===== config.mk =====
export PLATFORM = sky130hd
export DESIGN_NAME = quad_x_mixer_pwm_duty_flat
export DESIGN_NICKNAME = d
export VERILOG_FILES = /design/src/design/qxm_pkg.sv /design/src/design/qxm_if.sv /design/src/design/quad_x_mixer_pwm_duty.sv /design/src/design/qxm_serial_div.sv /design/src/flat_wrapper.sv
export VERILOG_INCLUDE_DIRS = /design/src /design/src/design
export SDC_FILE = /design/constraint.sdc
export NUM_CORES = 2
export LEC_CHECK = 0
export BUFFER_PORTS_ARGS = -buffer_cell sky130_fd_sc_hd__buf_2
export CORE_MARGIN = 10
export CORE_UTILIZATION = 47
export DETAILED_ROUTE_END_ITERATION = 12
export PLACE_DENSITY = 0.74
export SYNTH_ARGS = -nofsm -noshare
export SYNTH_HDL_FRONTEND = slang
export SYNTH_HIERARCHICAL = 1
export SYNTH_SLANG_ARGS = --single-unit

===== constraint.sdc =====
create_clock -name clock -period 14.2 [get_ports clock]
set_clock_uncertainty 0.1 [all_clocks]
set_input_delay 2.84 -clock clock [delete_from_list [all_inputs] [get_ports clock]]
set_output_delay 2.84 -clock clock [all_outputs]
set_load 0.02 [all_outputs]

===== src/design/quad_x_mixer_pwm_duty_assert.svh =====
// Assertion macros shared by the mixer modules.
// Depends on nothing; included by files that carry concurrent assertions.
`ifndef QUAD_X_MIXER_PWM_DUTY_ASSERT_SVH
`define QUAD_X_MIXER_PWM_DUTY_ASSERT_SVH
`ifndef SYNTHESIS
`define QXM_ASSERT_IMP(lbl, clk, rst, ante, cons) \
   lbl: assert property (@(posedge clk) disable iff (rst) (ante) |-> (cons)) \
      else $error("qxm assertion failed");
`define QXM_ASSERT_NXT(lbl, clk, rst, ante, cons) \
   lbl: assert property (@(posedge clk) disable iff (rst) (ante) |=> (cons)) \
      else $error("qxm assertion failed");
`else
`define QXM_ASSERT_IMP(lbl, clk, rst, ante, cons)
`define QXM_ASSERT_NXT(lbl, clk, rst, ante, cons)
`endif
`endif


===== src/design/qxm_pkg.sv =====
// Package for the X-frame motor mixer: field widths, codes and reset values.
// Depends on nothing; used by the channel interfaces, the divider and the top level.
package qxm_pkg;

   localparam int DUTY_BITS_DEF = 16;
   localparam int FRAC_BITS_DEF = 12;

   localparam int FUNC_W     = 2;
   localparam int THR_W      = 13;
   localparam int AXIS_W     = 14;
   localparam int US_W       = 15;
   localparam int DUTY_W     = 16;
   localparam int MASK_W     = 4;
   localparam int MOTORS     = 4;
   localparam int MIX_W      = 17;
   localparam int DIV_DEN_W  = 16;
   localparam int CSR_IDX_W  = 3;
   localparam int CSR_DATA_W = 15;

   localparam logic [US_W-1:0] MAX_US = '1;

   localparam logic [THR_W-1:0] THROTTLE_MIN_RST  = 13'd0;
   localparam logic [THR_W-1:0] THROTTLE_MAX_RST  = 13'd4096;
   localparam logic [THR_W-1:0] IDLE_THROTTLE_RST = 13'd205;
   localparam logic [US_W-1:0]  PULSE_MIN_RST     = 15'd1000;
   localparam logic [US_W-1:0]  PULSE_MAX_RST     = 15'd2000;
   localparam logic [US_W-1:0]  PULSE_OFF_RST     = 15'd1000;
   localparam logic [US_W-1:0]  PERIOD_RST        = 15'd2500;

   typedef enum logic [FUNC_W-1:0] {
      FUNC_MIX = 2'd0,
      FUNC_OFF = 2'd1,
      FUNC_ARM = 2'd2
   } func_type;

   typedef enum logic [CSR_IDX_W-1:0] {
      CSR_THROTTLE_MIN  = 3'd0,
      CSR_THROTTLE_MAX  = 3'd1,
      CSR_IDLE_THROTTLE = 3'd2,
      CSR_PULSE_MIN     = 3'd3,
      CSR_PULSE_MAX     = 3'd4,
      CSR_PULSE_OFF     = 3'd5,
      CSR_PERIOD        = 3'd6
   } csr_type;

   function automatic int max_int(input int a, input int b);
      return (a > b) ? a : b;
   endfunction

endpackage


===== src/design/qxm_if.sv =====
// Valid/ready channel interfaces for mixer commands and motor duty results.
// Depends on qxm_pkg for the field widths.
interface qxm_req_if;
   import qxm_pkg::*;

   logic                     valid;
   logic                     ready;
   logic [FUNC_W-1:0]        func;
   logic [THR_W-1:0]         throttle_cmd;
   logic signed [AXIS_W-1:0] roll_cmd;
   logic signed [AXIS_W-1:0] pitch_cmd;
   logic signed [AXIS_W-1:0] yaw_cmd;

   modport source (output valid, func, throttle_cmd, roll_cmd, pitch_cmd, yaw_cmd,
                   input ready);
   modport sink (input valid, func, throttle_cmd, roll_cmd, pitch_cmd, yaw_cmd,
                 output ready);
endinterface

interface qxm_rsp_if;
   import qxm_pkg::*;

   logic              valid;
   logic              ready;
   logic [DUTY_W-1:0] duty_front_left;
   logic [DUTY_W-1:0] duty_front_right;
   logic [DUTY_W-1:0] duty_rear_left;
   logic [DUTY_W-1:0] duty_rear_right;
   logic [MASK_W-1:0] write_mask;
   logic              armed_flag;

   modport source (output valid, duty_front_left, duty_front_right, duty_rear_left,
                   duty_rear_right, write_mask, armed_flag, input ready);
   modport sink (input valid, duty_front_left, duty_front_right, duty_rear_left,
                 duty_rear_right, write_mask, armed_flag, output ready);
endinterface


===== src/design/quad_x_mixer_pwm_duty.sv =====
// X-frame quadcopter motor mixer: one transaction carries a mix, off or arm command and
// returns four PWM duty counts, a write mask and the armed status. All divisions go
// through one shared bit-serial divider that yields max(DUTY_BITS, 15) quotient bits per
// division. Every transaction runs four duty divisions, and a desaturated mix first runs
// four scaling divisions. A new command is accepted while a finished result waits.
`include "quad_x_mixer_pwm_duty_assert.svh"

module quad_x_mixer_pwm_duty #(
   parameter int DUTY_BITS = qxm_pkg::DUTY_BITS_DEF,
   parameter int FRAC_BITS = qxm_pkg::FRAC_BITS_DEF
) (
   input  logic                             clock,
   input  logic                             reset,
   qxm_req_if.sink                          req_chan,
   qxm_rsp_if.source                        rsp_chan,
   input  logic                             csr_we,
   input  logic [qxm_pkg::CSR_IDX_W-1:0]    csr_index,
   input  logic [qxm_pkg::CSR_DATA_W-1:0]   csr_wdata
);
   import qxm_pkg::*;

   localparam int QUO_W   = max_int(DUTY_BITS, US_W);
   localparam int NUM_W   = QUO_W + DIV_DEN_W;
   localparam int AXC_W   = AXIS_W + 1;
   localparam int AW      = max_int(AXC_W, FRAC_BITS + 2);
   localparam int CW      = max_int(THR_W, FRAC_BITS + 1);
   localparam int PROD_W  = THR_W + 1 + US_W + 1;
   localparam int DPROD_W = US_W + DUTY_BITS;
   localparam int SPROD_W = DIV_DEN_W + THR_W;

   localparam logic signed [AW-1:0] ONE_S     = AW'(1) << FRAC_BITS;
   localparam logic signed [AW-1:0] NEG_ONE_S = -ONE_S;
   localparam logic [CW-1:0]        ONE_C     = CW'(1) << FRAC_BITS;
   localparam logic [DUTY_BITS-1:0] MAXD      = '1;
   localparam logic [1:0]           LAST_MOTOR = 2'(MOTORS - 1);

   typedef enum logic [3:0] {
      S_IDLE,
      S_DECODE,
      S_MIX,
      S_PEAK,
      S_SCALE_MUL,
      S_SCALE_DIV,
      S_LIMIT,
      S_PULSE_MUL,
      S_PULSE_WR,
      S_DUTY_MUL,
      S_DUTY_DIV,
      S_DONE
   } state_type;

   // Configuration registers.
   logic [THR_W-1:0] tmin_ff, tmax_ff, idle_thr_ff;
   logic [US_W-1:0]  pmin_ff, pmax_ff, poff_ff, period_ff;

   // Sequencer state and working registers.
   state_type                state_ff;
   logic [FUNC_W-1:0]        func_ff;
   logic [THR_W-1:0]         thr_raw_ff;
   logic signed [AXIS_W-1:0] roll_raw_ff, pitch_raw_ff, yaw_raw_ff;
   logic [THR_W-1:0]         thr_ff;
   logic signed [AXC_W-1:0]  roll_ff, pitch_ff, yaw_ff;
   logic signed [MIX_W-1:0]  m4_ff [MOTORS];
   logic [THR_W-1:0]         idle_ff;
   logic [DIV_DEN_W-1:0]     hi_ff;
   logic                     scale_ff;
   logic [1:0]               motor_ff;
   logic [THR_W-1:0]         m_ff;
   logic signed [PROD_W-1:0] pprod_ff;
   logic [DUTY_W-1:0]        duty_ff [MOTORS];
   logic [MASK_W-1:0]        mask_ff;
   logic                     armed_ff;
   logic [US_W-1:0]          last_ff [MOTORS];

   logic                     rsp_valid_ff;
   logic [DUTY_W-1:0]        rsp_duty_ff [MOTORS];
   logic [MASK_W-1:0]        rsp_mask_ff;
   logic                     rsp_armed_ff;

   // Combinational datapath.
   logic [THR_W-1:0]         thr_clamp;
   logic signed [AXC_W-1:0]  roll_clamp, pitch_clamp, yaw_clamp;
   logic signed [MIX_W-1:0]  t4, r4, p4, y4;
   logic signed [MIX_W-1:0]  m4_in [MOTORS];
   logic [THR_W-1:0]         idle_in;
   logic signed [MIX_W-1:0]  hi_a, hi_b, hi_all, tmax4;
   logic                     scale_hit;
   logic signed [MIX_W-1:0]  sel_m4, mag;
   logic                     neg;
   logic [DIV_DEN_W-1:0]     mag16, raw_mag;
   logic [SPROD_W-1:0]       scale_prod;
   logic signed [MIX_W-1:0]  m_raw, lo_idle, lo_min, hi_lim, clamp1, clamp2;
   logic [THR_W-1:0]         t_p;
   logic signed [US_W:0]     d_s;
   logic signed [PROD_W-1:0] pprod_in, sh, us_s, us_max_s;
   logic [US_W-1:0]          us_sat;
   logic [US_W-1:0]          per1, duty_u;
   logic [DPROD_W-1:0]       duty_prod;
   logic                     div_start, div_done;
   logic [NUM_W-1:0]         div_numer;
   logic [DIV_DEN_W-1:0]     div_denom;
   logic [QUO_W-1:0]         div_quo;

   function automatic logic signed [AXC_W-1:0] clamp_axis(input logic signed [AXIS_W-1:0] v);
      logic signed [AW-1:0] vx;
      vx = AW'(v);
      if (vx < NEG_ONE_S) begin
         return AXC_W'(NEG_ONE_S);
      end else if (vx > ONE_S) begin
         return AXC_W'(ONE_S);
      end
      return AXC_W'(v);
   endfunction

   always_ff @(posedge clock) begin
      if (reset) begin
         tmin_ff     <= THROTTLE_MIN_RST;
         tmax_ff     <= THROTTLE_MAX_RST;
         idle_thr_ff <= IDLE_THROTTLE_RST;
         pmin_ff     <= PULSE_MIN_RST;
         pmax_ff     <= PULSE_MAX_RST;
         poff_ff     <= PULSE_OFF_RST;
         period_ff   <= PERIOD_RST;
      end else if (csr_we) begin
         unique case (csr_index)
            CSR_THROTTLE_MIN:  tmin_ff     <= csr_wdata[THR_W-1:0];
            CSR_THROTTLE_MAX:  tmax_ff     <= csr_wdata[THR_W-1:0];
            CSR_IDLE_THROTTLE: idle_thr_ff <= csr_wdata[THR_W-1:0];
            CSR_PULSE_MIN:     pmin_ff     <= csr_wdata[US_W-1:0];
            CSR_PULSE_MAX:     pmax_ff     <= csr_wdata[US_W-1:0];
            CSR_PULSE_OFF:     poff_ff     <= csr_wdata[US_W-1:0];
            CSR_PERIOD:        period_ff   <= csr_wdata[US_W-1:0];
            default: ;
         endcase
      end
   end

   always_comb begin
      thr_clamp   = (thr_raw_ff > tmax_ff) ? tmax_ff : thr_raw_ff;
      roll_clamp  = clamp_axis(roll_raw_ff);
      pitch_clamp = clamp_axis(pitch_raw_ff);
      yaw_clamp   = clamp_axis(yaw_raw_ff);

      t4 = $signed({2'b00, thr_ff, 2'b00});
      r4 = MIX_W'(roll_ff);
      p4 = MIX_W'(pitch_ff);
      y4 = MIX_W'(yaw_ff);
      m4_in[0] = t4 + p4 + r4 - y4;
      m4_in[1] = t4 - p4 - r4 - y4;
      m4_in[2] = t4 - p4 + r4 + y4;
      m4_in[3] = t4 + p4 - r4 + y4;
      idle_in  = (thr_ff > idle_thr_ff) ? idle_thr_ff : '0;

      hi_a      = (m4_ff[1] > m4_ff[0]) ? m4_ff[1] : m4_ff[0];
      hi_b      = (m4_ff[3] > m4_ff[2]) ? m4_ff[3] : m4_ff[2];
      hi_all    = (hi_b > hi_a) ? hi_b : hi_a;
      tmax4     = $signed({2'b00, tmax_ff, 2'b00});
      scale_hit = (hi_all > tmax4);

      sel_m4     = m4_ff[motor_ff];
      neg        = sel_m4[MIX_W-1];
      mag        = neg ? -sel_m4 : sel_m4;
      mag16      = mag[DIV_DEN_W-1:0];
      scale_prod = mag16 * tmax_ff;

      // Both the scaled and the quarter path truncate toward zero on the magnitude.
      raw_mag = scale_ff ? DIV_DEN_W'(div_quo) : (mag16 >> 2);
      m_raw   = neg ? -$signed({1'b0, raw_mag}) : $signed({1'b0, raw_mag});
      lo_idle = $signed({4'b0000, idle_ff});
      lo_min  = $signed({4'b0000, tmin_ff});
      hi_lim  = $signed({4'b0000, tmax_ff});
      clamp1  = (m_raw < lo_idle) ? lo_idle : ((m_raw > hi_lim) ? hi_lim : m_raw);
      clamp2  = (clamp1 < lo_min) ? lo_min : ((clamp1 > hi_lim) ? hi_lim : clamp1);

      t_p      = (CW'(m_ff) > ONE_C) ? THR_W'(ONE_C) : m_ff;
      d_s      = $signed({1'b0, pmax_ff}) - $signed({1'b0, pmin_ff});
      pprod_in = $signed({1'b0, t_p}) * d_s;

      sh       = pprod_ff >>> FRAC_BITS;
      us_s     = sh + $signed({{(PROD_W-US_W){1'b0}}, pmin_ff});
      us_max_s = $signed({{(PROD_W-US_W){1'b0}}, MAX_US});
      if (us_s < 0) begin
         us_sat = '0;
      end else if (us_s > us_max_s) begin
         us_sat = MAX_US;
      end else begin
         us_sat = us_s[US_W-1:0];
      end

      per1      = (period_ff == '0) ? US_W'(1) : period_ff;
      duty_u    = (last_ff[motor_ff] > per1) ? per1 : last_ff[motor_ff];
      duty_prod = duty_u * MAXD;

      div_start = (state_ff == S_SCALE_MUL) || (state_ff == S_DUTY_MUL);
      div_numer = (state_ff == S_SCALE_MUL) ? NUM_W'(scale_prod) : NUM_W'(duty_prod);
      div_denom = (state_ff == S_SCALE_MUL) ? hi_ff : DIV_DEN_W'(per1);
   end

   qxm_serial_div #(
      .QUO_W (QUO_W),
      .DEN_W (DIV_DEN_W)
   ) u_div (
      .clock    (clock),
      .reset    (reset),
      .start    (div_start),
      .numer    (div_numer),
      .denom    (div_denom),
      .done     (div_done),
      .quotient (div_quo)
   );

   always_ff @(posedge clock) begin
      if (reset) begin
         state_ff     <= S_IDLE;
         rsp_valid_ff <= 1'b0;
         armed_ff     <= 1'b0;
         for (int i = 0; i < MOTORS; i++) begin
            last_ff[i] <= '0;
         end
      end else begin
         if (rsp_chan.ready && (state_ff != S_DONE)) begin
            rsp_valid_ff <= 1'b0;
         end
         unique case (state_ff)
            S_IDLE: begin
               if (req_chan.valid) begin
                  func_ff      <= req_chan.func;
                  thr_raw_ff   <= req_chan.throttle_cmd;
                  roll_raw_ff  <= req_chan.roll_cmd;
                  pitch_raw_ff <= req_chan.pitch_cmd;
                  yaw_raw_ff   <= req_chan.yaw_cmd;
                  mask_ff      <= '0;
                  motor_ff     <= '0;
                  state_ff     <= S_DECODE;
               end
            end
            S_DECODE: begin
               unique case (func_ff)
                  FUNC_MIX: begin
                     if (armed_ff) begin
                        thr_ff   <= thr_clamp;
                        roll_ff  <= roll_clamp;
                        pitch_ff <= pitch_clamp;
                        yaw_ff   <= yaw_clamp;
                        state_ff <= S_MIX;
                     end else begin
                        state_ff <= S_DUTY_MUL;
                     end
                  end
                  FUNC_OFF: begin
                     for (int i = 0; i < MOTORS; i++) begin
                        if (last_ff[i] != poff_ff) begin
                           last_ff[i] <= poff_ff;
                           mask_ff[i] <= 1'b1;
                        end
                     end
                     armed_ff <= 1'b0;
                     state_ff <= S_DUTY_MUL;
                  end
                  FUNC_ARM: begin
                     for (int i = 0; i < MOTORS; i++) begin
                        last_ff[i] <= pmin_ff;
                     end
                     mask_ff  <= '1;
                     armed_ff <= 1'b1;
                     state_ff <= S_DUTY_MUL;
                  end
                  default: state_ff <= S_DUTY_MUL;
               endcase
            end
            S_MIX: begin
               for (int i = 0; i < MOTORS; i++) begin
                  m4_ff[i] <= m4_in[i];
               end
               idle_ff  <= idle_in;
               state_ff <= S_PEAK;
            end
            S_PEAK: begin
               scale_ff <= scale_hit;
               hi_ff    <= hi_all[DIV_DEN_W-1:0];
               state_ff <= scale_hit ? S_SCALE_MUL : S_LIMIT;
            end
            S_SCALE_MUL: begin
               state_ff <= S_SCALE_DIV;
            end
            S_SCALE_DIV: begin
               if (div_done) begin
                  state_ff <= S_LIMIT;
               end
            end
            S_LIMIT: begin
               m_ff     <= clamp2[THR_W-1:0];
               state_ff <= S_PULSE_MUL;
            end
            S_PULSE_MUL: begin
               pprod_ff <= pprod_in;
               state_ff <= S_PULSE_WR;
            end
            S_PULSE_WR: begin
               if (us_sat != last_ff[motor_ff]) begin
                  last_ff[motor_ff] <= us_sat;
                  mask_ff[motor_ff] <= 1'b1;
               end
               motor_ff <= motor_ff + 1'b1;
               if (motor_ff == LAST_MOTOR) begin
                  state_ff <= S_DUTY_MUL;
               end else begin
                  state_ff <= scale_ff ? S_SCALE_MUL : S_LIMIT;
               end
            end
            S_DUTY_MUL: begin
               state_ff <= S_DUTY_DIV;
            end
            S_DUTY_DIV: begin
               if (div_done) begin
                  duty_ff[motor_ff] <= DUTY_W'(div_quo);
                  motor_ff          <= motor_ff + 1'b1;
                  state_ff          <= (motor_ff == LAST_MOTOR) ? S_DONE : S_DUTY_MUL;
               end
            end
            S_DONE: begin
               if (!rsp_valid_ff || rsp_chan.ready) begin
                  rsp_duty_ff  <= duty_ff;
                  rsp_mask_ff  <= mask_ff;
                  rsp_armed_ff <= armed_ff;
                  rsp_valid_ff <= 1'b1;
                  state_ff     <= S_IDLE;
               end
            end
            default: state_ff <= S_IDLE;
         endcase
      end
   end

   assign req_chan.ready             = (state_ff == S_IDLE);
   assign rsp_chan.valid             = rsp_valid_ff;
   assign rsp_chan.duty_front_left   = rsp_duty_ff[0];
   assign rsp_chan.duty_front_right  = rsp_duty_ff[1];
   assign rsp_chan.duty_rear_left    = rsp_duty_ff[2];
   assign rsp_chan.duty_rear_right   = rsp_duty_ff[3];
   assign rsp_chan.write_mask        = rsp_mask_ff;
   assign rsp_chan.armed_flag        = rsp_armed_ff;

   `QXM_ASSERT_NXT(a_one_transaction, clock, reset, req_chan.valid && req_chan.ready, !req_chan.ready)
   `QXM_ASSERT_IMP(a_div_done_expected, clock, reset, div_done, (state_ff == S_SCALE_DIV) || (state_ff == S_DUTY_DIV))
   `QXM_ASSERT_IMP(a_arm_forces_all, clock, reset, (state_ff == S_DONE) && (func_ff == FUNC_ARM), (mask_ff == '1) && armed_ff)
   `QXM_ASSERT_IMP(a_disarmed_mix_quiet, clock, reset, (state_ff == S_DONE) && (func_ff == FUNC_MIX) && !armed_ff, mask_ff == '0)

endmodule


===== src/design/qxm_serial_div.sv =====
// Restoring divider that produces one quotient bit per clock cycle.
// Depends on qxm_pkg for default widths and on the shared assertion macros.
`include "quad_x_mixer_pwm_duty_assert.svh"

module qxm_serial_div #(
   parameter int QUO_W = qxm_pkg::DUTY_BITS_DEF,
   parameter int DEN_W = qxm_pkg::DIV_DEN_W
) (
   input  logic                   clock,
   input  logic                   reset,
   input  logic                   start,
   input  logic [QUO_W+DEN_W-1:0] numer,
   input  logic [DEN_W-1:0]       denom,
   output logic                   done,
   output logic [QUO_W-1:0]       quotient
);
   localparam int NUM_W = QUO_W + DEN_W;
   localparam int CNT_W = $clog2(QUO_W);

   logic [DEN_W-1:0] rem_ff;
   logic [DEN_W-1:0] den_ff;
   logic [QUO_W-1:0] work_ff;
   logic [CNT_W-1:0] cnt_ff;
   logic             busy_ff;
   logic             done_ff;

   logic [DEN_W:0]   trial;
   logic [DEN_W:0]   diff;
   logic             fits;
   logic [DEN_W-1:0] rem_in;
   logic [QUO_W-1:0] work_in;

   // The caller guarantees that the quotient fits in QUO_W bits, so the upper
   // part of the dividend is already smaller than the divisor.
   always_comb begin
      trial   = {rem_ff, work_ff[QUO_W-1]};
      diff    = trial - {1'b0, den_ff};
      fits    = (trial >= {1'b0, den_ff});
      rem_in  = fits ? diff[DEN_W-1:0] : trial[DEN_W-1:0];
      work_in = {work_ff[QUO_W-2:0], fits};
   end

   always_ff @(posedge clock) begin
      if (reset) begin
         busy_ff <= 1'b0;
         done_ff <= 1'b0;
         cnt_ff  <= '0;
      end else begin
         done_ff <= 1'b0;
         if (start) begin
            busy_ff <= 1'b1;
            cnt_ff  <= CNT_W'(QUO_W - 1);
         end else if (busy_ff) begin
            cnt_ff <= cnt_ff - 1'b1;
            if (cnt_ff == '0) begin
               busy_ff <= 1'b0;
               done_ff <= 1'b1;
            end
         end
      end
   end

   always_ff @(posedge clock) begin
      if (start) begin
         rem_ff  <= numer[NUM_W-1:QUO_W];
         work_ff <= numer[QUO_W-1:0];
         den_ff  <= denom;
      end else if (busy_ff) begin
         rem_ff  <= rem_in;
         work_ff <= work_in;
      end
   end

   assign done     = done_ff;
   assign quotient = work_ff;

   `QXM_ASSERT_IMP(a_div_no_restart, clock, reset, start, !busy_ff)
   `QXM_ASSERT_NXT(a_div_finish, clock, reset, busy_ff && (cnt_ff == '0), done_ff && !busy_ff)
   `QXM_ASSERT_IMP(a_div_started, clock, reset, $rose(busy_ff), $past(start))

endmodule


===== src/flat_wrapper.sv =====
// flat-port wrapper written by rule: the top's interface ports become plain ports
module quad_x_mixer_pwm_duty_flat import qxm_pkg::*;
#(
   parameter int DUTY_BITS = qxm_pkg::DUTY_BITS_DEF,
   parameter int FRAC_BITS = qxm_pkg::FRAC_BITS_DEF
)
  (clock, reset, csr_we, csr_index, csr_wdata, req_chan_valid, req_chan_func, req_chan_throttle_cmd, req_chan_roll_cmd, req_chan_pitch_cmd, req_chan_yaw_cmd, req_chan_ready, rsp_chan_valid, rsp_chan_duty_front_left, rsp_chan_duty_front_right, rsp_chan_duty_rear_left, rsp_chan_duty_rear_right, rsp_chan_write_mask, rsp_chan_armed_flag, rsp_chan_ready);
  qxm_req_if req_chan_i ();
  qxm_rsp_if rsp_chan_i ();
  input  logic clock;
  input  logic reset;
  input  logic csr_we;
  input  logic [qxm_pkg::CSR_IDX_W-1:0] csr_index;
  input  logic [qxm_pkg::CSR_DATA_W-1:0] csr_wdata;
  input wire logic [$bits(req_chan_i.valid)-1:0] req_chan_valid;
  input wire logic [$bits(req_chan_i.func)-1:0] req_chan_func;
  input wire logic [$bits(req_chan_i.throttle_cmd)-1:0] req_chan_throttle_cmd;
  input wire logic [$bits(req_chan_i.roll_cmd)-1:0] req_chan_roll_cmd;
  input wire logic [$bits(req_chan_i.pitch_cmd)-1:0] req_chan_pitch_cmd;
  input wire logic [$bits(req_chan_i.yaw_cmd)-1:0] req_chan_yaw_cmd;
  output wire logic [$bits(req_chan_i.ready)-1:0] req_chan_ready;
  output wire logic [$bits(rsp_chan_i.valid)-1:0] rsp_chan_valid;
  output wire logic [$bits(rsp_chan_i.duty_front_left)-1:0] rsp_chan_duty_front_left;
  output wire logic [$bits(rsp_chan_i.duty_front_right)-1:0] rsp_chan_duty_front_right;
  output wire logic [$bits(rsp_chan_i.duty_rear_left)-1:0] rsp_chan_duty_rear_left;
  output wire logic [$bits(rsp_chan_i.duty_rear_right)-1:0] rsp_chan_duty_rear_right;
  output wire logic [$bits(rsp_chan_i.write_mask)-1:0] rsp_chan_write_mask;
  output wire logic [$bits(rsp_chan_i.armed_flag)-1:0] rsp_chan_armed_flag;
  input wire logic [$bits(rsp_chan_i.ready)-1:0] rsp_chan_ready;
  assign req_chan_i.valid = req_chan_valid;
  assign req_chan_i.func = req_chan_func;
  assign req_chan_i.throttle_cmd = req_chan_throttle_cmd;
  assign req_chan_i.roll_cmd = req_chan_roll_cmd;
  assign req_chan_i.pitch_cmd = req_chan_pitch_cmd;
  assign req_chan_i.yaw_cmd = req_chan_yaw_cmd;
  assign req_chan_ready = req_chan_i.ready;
  assign rsp_chan_valid = rsp_chan_i.valid;
  assign rsp_chan_duty_front_left = rsp_chan_i.duty_front_left;
  assign rsp_chan_duty_front_right = rsp_chan_i.duty_front_right;
  assign rsp_chan_duty_rear_left = rsp_chan_i.duty_rear_left;
  assign rsp_chan_duty_rear_right = rsp_chan_i.duty_rear_right;
  assign rsp_chan_write_mask = rsp_chan_i.write_mask;
  assign rsp_chan_armed_flag = rsp_chan_i.armed_flag;
  assign rsp_chan_i.ready = rsp_chan_ready;
  quad_x_mixer_pwm_duty #(.DUTY_BITS(DUTY_BITS), .FRAC_BITS(FRAC_BITS)) u_core (.clock(clock), .reset(reset), .req_chan(req_chan_i), .rsp_chan(rsp_chan_i), .csr_we(csr_we), .csr_index(csr_index), .csr_wdata(csr_wdata));
endmodule

### Word-level counts from Yosys, hierarchy flattened

Memories as Yosys holds them, arrays and structs flattened. A register that Yosys moved wholly into a read port is not among the register bits.
Cells that the tools add are included.

| word-level totals | value |
|---|---|
| bits of input ports | 80 |
| bits in registers | 486 |
| memory bits (writable) | 128 |
| memories kept | 2 |

| operators by class | value |
|---|---|
| equality and inequality tests | 36 |
| mux-type cells | 121 |
| magnitude comparators | 25 |
| multipliers | 3 |
| bitwise logic cells | 12 |
| $add $sub $neg | 17 |
| reduce and logical (&&, ||, !) cells | 39 |

Memory list:

| name | words | bits a word | read ports | clocked after memory_dff | write ports | RTL line | source |
|---|---|---|---|---|---|---|---|
| u_core.m4_ff | 4 | 17 | 5 | 1 | 4 | quad_x_mixer_pwm_duty.sv:63 | `logic signed [MIX_W-1:0] m4_ff [MOTORS];` |
| u_core.last_ff | 4 | 15 | 5 | 1 | 4 | quad_x_mixer_pwm_duty.sv:73 | `logic [US_W-1:0] last_ff [MOTORS];` |

Operators by type and width:

| operator | count |
|---|---|
| 15-bit 2-to-1 mux | 23 |
| 16-bit 2-to-1 mux | 8 |
| 17-bit 2-to-1 mux | 6 |
| 15-bit inequality test | 5 |
| 17-bit by 15-bit adder with 17-bit output | 4 |
| 17-bit by 15-bit subtractor with 17-bit output | 4 |
| 64-bit bitwise mux | 1 |
| 1-bit 2-to-1 mux | 52 |
| 13-bit 2-to-1 mux | 4 |
| 17-bit > comparator | 3 |
| 4-bit case mux with 12 select lines | 1 |
| 4-bit 2-to-1 mux | 11 |
| 14-bit > comparator (second input constant) | 3 |
| 14-bit by 13-bit less-than comparator with 1-bit output (second input constant) | 3 |
| 17-bit by 14-bit > comparator with 1-bit output | 2 |
| 17-bit by 14-bit less-than comparator with 1-bit output | 2 |
| 16-bit demux with 2-bit select | 1 |
| 15-bit by 16-bit multiplier with 31-bit output (second input constant) | 1 |
| 31-bit 2-to-1 mux | 1 |
| 14-bit by 16-bit multiplier with 30-bit output | 1 |
| 16-bit by 13-bit multiplier with 29-bit output | 1 |
| 13-bit > comparator | 2 |
| 2-bit AND reduction | 12 |
| 6-bit AND reduction | 4 |
| other kinds (55) | 98 |

### Logic depth before layout (Yosys ltp)

| logic depth | value |
|---|---|
| depth after elaboration | 11 |
| gate-level depth with buffers | 50 |

### Hierarchy

Netlist, hierarchy kept.

By module, submodules not included:

| module | area each (sq um) | cells an instance | seq. area each (sq um) | times used |
|---|---|---|---|---|
| quad_x_mixer_pwm_duty | 52635.5 | 5388 | 15264.6 | 1 |
| qxm_serial_div | 3325.7 | 293 | 1561.5 | 1 |

### Least setup slack after synthesis

No wires, ideal clock.

| path | value |
|---|---|
| kind | reg2reg |
| start point | reg with a tool-made name |
| end point | reg u_core.u_div.rem_ff[13], data pin |
| stages on the path, launching flop included | 45 |
| slack | 4098 ps |
| clock period less this slack | 10102 ps |
| arrival time | 9734 ps |
| required time | 13832 ps |
| cell sequence | dfxtp_1 buf_2 clkbuf_1 mux4_2 ha_1 nor2b_1 o21a_1 o21a_1 o21a_1 o21ai_0 nand2b_1 a21oi_1 o21ai_0 a221oi_1 a31oi_1 clkbuf_1 clkbuf_1 o21ai_0 (+9 left out) fa_1 inv_1 fa_1 inv_1 ha_1 or3_1 o21ai_0 a21o_1 o21a_1 a21oi_1 a31o_2 a21oi_1 nor2b_1 o21ai_0 mux2i_1 o311ai_0 a32oi_1 o31ai_1 |

RTL lines:

| what | RTL line | source |
|---|---|---|
| to (signal assigned) | qxm_serial_div.sv:65 | `rem_ff <= numer[NUM_W-1:QUO_W];` |
| to (signal assigned) | qxm_serial_div.sv:69 | `rem_ff <= rem_in;` |
| to (decl) | qxm_serial_div.sv:20 | `logic [DEN_W-1:0] rem_ff;` |

==> flow_summary_export.csv <==
group,metric,value,unit
floorplan,ios,151,
synth,netlist_area,55960,µm²
timing,period_share,80.96,%
detailed_routing,drt_wl_total,159.7,mm
run_status,status,"complete, no violations",
detailed_routing,dr.pass1.iters,6,
synth,synthFlopType,"edfxtp_1",
cts,cts_root_buf,"clkbuf_16",
floorplan,rows,126,
cts,ctsHoldBuffers,0,
setup_path,cp-start-kind,"register",
setup_path,r2r_cells,39,
place,hpwlAfterDp,126.0,mm
setup_path,rr_endpoint,"u_core/u_div/rem_ff[13]",
cts,post_cts_buffers,0,
cts,clk_path_buf_depth,3,
cts,clk_pin_slew,0.06,ns
hold_path,min_path_type,"reg -> reg",
setup_path,critical_path.most_common_cell,"o21ai_0",
grt,grt_usage,23.78,%
timing,maxSlewViolCount,0,
layout,antenna_cells,0,
cts,cts_tree,"built",
layout,multi_input_area,35290,µm²
timing,worst_slew_pin_slew,1.362,ns
detailed_routing,wire_per_inst,21.71,µm
synth,synth_seq_cells,598,
flow_run,cap_viol_max_count,0,
synth,async_flop_share,0,%
timing,setup_slack,2.703,ns
detailed_routing,first_iter_violations,3823,
synth,synth_top_area_share,26.03,%
setup_path,slowest_stage,"fa_1",
grt,grt_overflow,0,
place,preCtsSetupSlack,2.728,ns
layout,ff_latch_area,16830,µm²
grt,grt_first_pass_wirelength,245.6,mm
layout,final_nets,6893,
place,port-buffer-count,150,
grt,grt_max_degree,79,
setup_path,critPathArrivalTime,11.77,ns
timing,slew_headroom,8.063,%
detailed_routing,ant_nets,0,
synth,synth_top_area_cell,"edfxtp_1",
setup_path,critPathKind,"reg -> reg",
cts,cts.repair.resized,0,
layout,final_util,51.33,%
timing,finalSetupViolations,0,
layout,most-common-layout-cells,"inv_1, nand2_1, ha_1, edfxtp_1, fa_1",
timing,fin_crit,11.50,ns
layout,drive_gt1_share,8.504,%
detailed_routing,vias_per_cell,5.743,
floorplan,die_area,133300,µm²
setup_path,r2r_slack,2.70,ns
setup_path,slowest_delay,0.85,ns
synth,seq_area_frac_synth,30.07,%
cts,cts_inserted_buffers,67,
cts,cts_sinks,598,
timing,hold_violations,0,
floorplan,coreArea,118100,µm²
layout,nFillCells,10430,
layout,final_common_cell,"inv_1",
setup_path,end_kind,"register",
grt,antenna_found_initial,5,
layout,syn2layout_area_growth,8.313,%
timing,fin_setup_tns,0,ns
detailed_routing,vias,42250,
cts,ctsHtreeMaxLevel,3,
synth,ys_types,114,
place,gp_congestion,0.9803,
timing,max_freq,0.08698,GHz
synth,netlist_instances,5681,
floorplan,start_util,47.39,%
synth,ys_warn_count,6,
floorplan,die_y,365.1,µm
synth,syn_avg_cell_area,9.851,µm²
setup_path,required,14.47,ns
setup_path,path_max_fanout,23,
synth,synth-edff-count,485,
floorplan,dieWidth,365.1,µm
cts,clkLatencyLatePin,0.66,ns
timing,grt_setup_unrepaired,"no",
detailed_routing,route.detailed.drc,0,
synth,synth_fp_nets,6805,
synth,synth.area.top_cells,"edfxtp_1, fa_1, ha_1",
setup_path,crit_end,"u_core/u_div/rem_ff[13]",
grt,grt_pass1_vias,42050,
==> per-layer routing <==
layer / GRT usage (%) / up-vias / share of wire [%]
met3: 4.831 / 300 / 9.4
met4: 8.440 / 4 / 3.7
met1: 33.08 / 20730 / 43
met2: 36.69 / 1862 / 44
met5: 0 / - / 0.019
li1: - / 19360 / -
==> stage by stage <==
| step | instance area, µm² | cells | hold slack, ns |
|---|---|---|---|
| after floorplan | 55960 | 5681 | 0.3003 |
| after global placement | 58410 | 7236 | 0.3008 |
| after detailed placement | 58410 | 7236 | 0.3045 |
| after CTS | 60610 | 7357 | 0.3182 |
| after global routing | 60610 | 7357 | 0.3205 |
| final | 60610 | 7357 | 0.3095 |
==> area by class of cell <==
type                            instances  area share (%)
Multi-Input combinational cell       4062           58.23
Sequential cell                       598           27.76
Inverter                              817           5.059
Tap cell                             1536           3.171
Clock buffer                           88           2.964
Timing Repair Buffer                  223           2.147
Clock inverter                         33          0.6709
==> flip-flops by register name, summed over array words and instances (netlist names), 14 cells and up, named ones only <==
name                              flops
u_core/pmin_ff                       15
u_core/duty_ff                       64
u_core/rsp_chan.duty_front_left      16
u_core/m4_ff                         65
u_core/roll_raw_ff                   14
u_core/pitch_raw_ff                  14
u_core/roll_ff                       14
u_core/poff_ff                       15
u_core/pitch_ff                      14
u_core/yaw_raw_ff                    14
u_core/last_ff                       60
u_core/period_ff                     15
u_core/hi_ff                         16
u_core/u_div/den_ff                  16
u_core/u_div/quotient                16
u_core/rsp_chan.duty_rear_left       16
u_core/pprod_ff                      18
u_core/rsp_chan.duty_front_right     16
u_core/yaw_ff                        14
u_core/u_div/rem_ff                  16
u_core/rsp_chan.duty_rear_right      16
u_core/pmax_ff                       15
==> cells in the mapped netlist, types with 21 or more instances <==
cell type and count:
inv_1 816, nand2_1 660, ha_1 561, edfxtp_1 485
fa_1 483, nor2_1 358, a21oi_1 291, xnor2_1 222
o21ai_0 195, clkbuf_1 172, and2_1 117, dfxtp_1 113
a21o_1 91, xor2_1 81, nand3_1 76, o21a_1 67
nor2b_1 61, nor3_1 58, mux2_2 52, nand4_1 52
nand2b_1 46, mux2i_1 44, o21bai_1 39, a211oi_1 34
mux4_2 33, nor4_1 31, a31oi_1 28, nand3b_1 28
and3_1 23, a211o_1 21
==> worst max-delay path, delay by kind of cell (launching register included) <==
kind	cells	cell delay (ns)
xor+xnor	2	0.37
buf+inv	4	0.99
mux	2	0.87
fa+ha+maj	7	3.42
flops	1	0.63
compound gates	20	4.17
simple gates	4	0.62
==> worst min path at each step <==
stage                  startpoint  slack, ns                                   to  cells after the start
2_1_floorplan  u_core/duty_ff[48]       0.30   u_core/rsp_chan.duty_front_left[0]                      0
3_3_place_gp   u_core/duty_ff[22]       0.30    u_core/rsp_chan.duty_rear_left[6]                      0
3_5_place_dp   u_core/duty_ff[61]       0.30  u_core/rsp_chan.duty_front_left[13]                      0
4_1_cts        u_core/duty_ff[35]       0.32  u_core/rsp_chan.duty_front_right[3]                      0
5_1_grt        u_core/duty_ff[36]       0.32  u_core/rsp_chan.duty_front_right[4]                      0
6_report       u_core/duty_ff[24]       0.31    u_core/rsp_chan.duty_rear_left[8]                      0
==> cell families (layout without fill, tap and decap cells) <==
group	Yosys count	count (layout)	synth area share (%)
AND/OR/NAND/NOR	1601	1601	13.39
flip-flops	598	598	30.07
other	1	1	0.006701
multiplexers	137	137	3.369
AO/OA/AOI/OAI	971	971	11.46
buffers and inverters	1021	1161	7.014
XOR/XNOR	305	305	4.825
adder cells (fa/ha/maj)	1047	1047	29.88
Power is not shown: default switching activity piles up to over one toggle a cycle in this logic, so the estimate is an artifact.
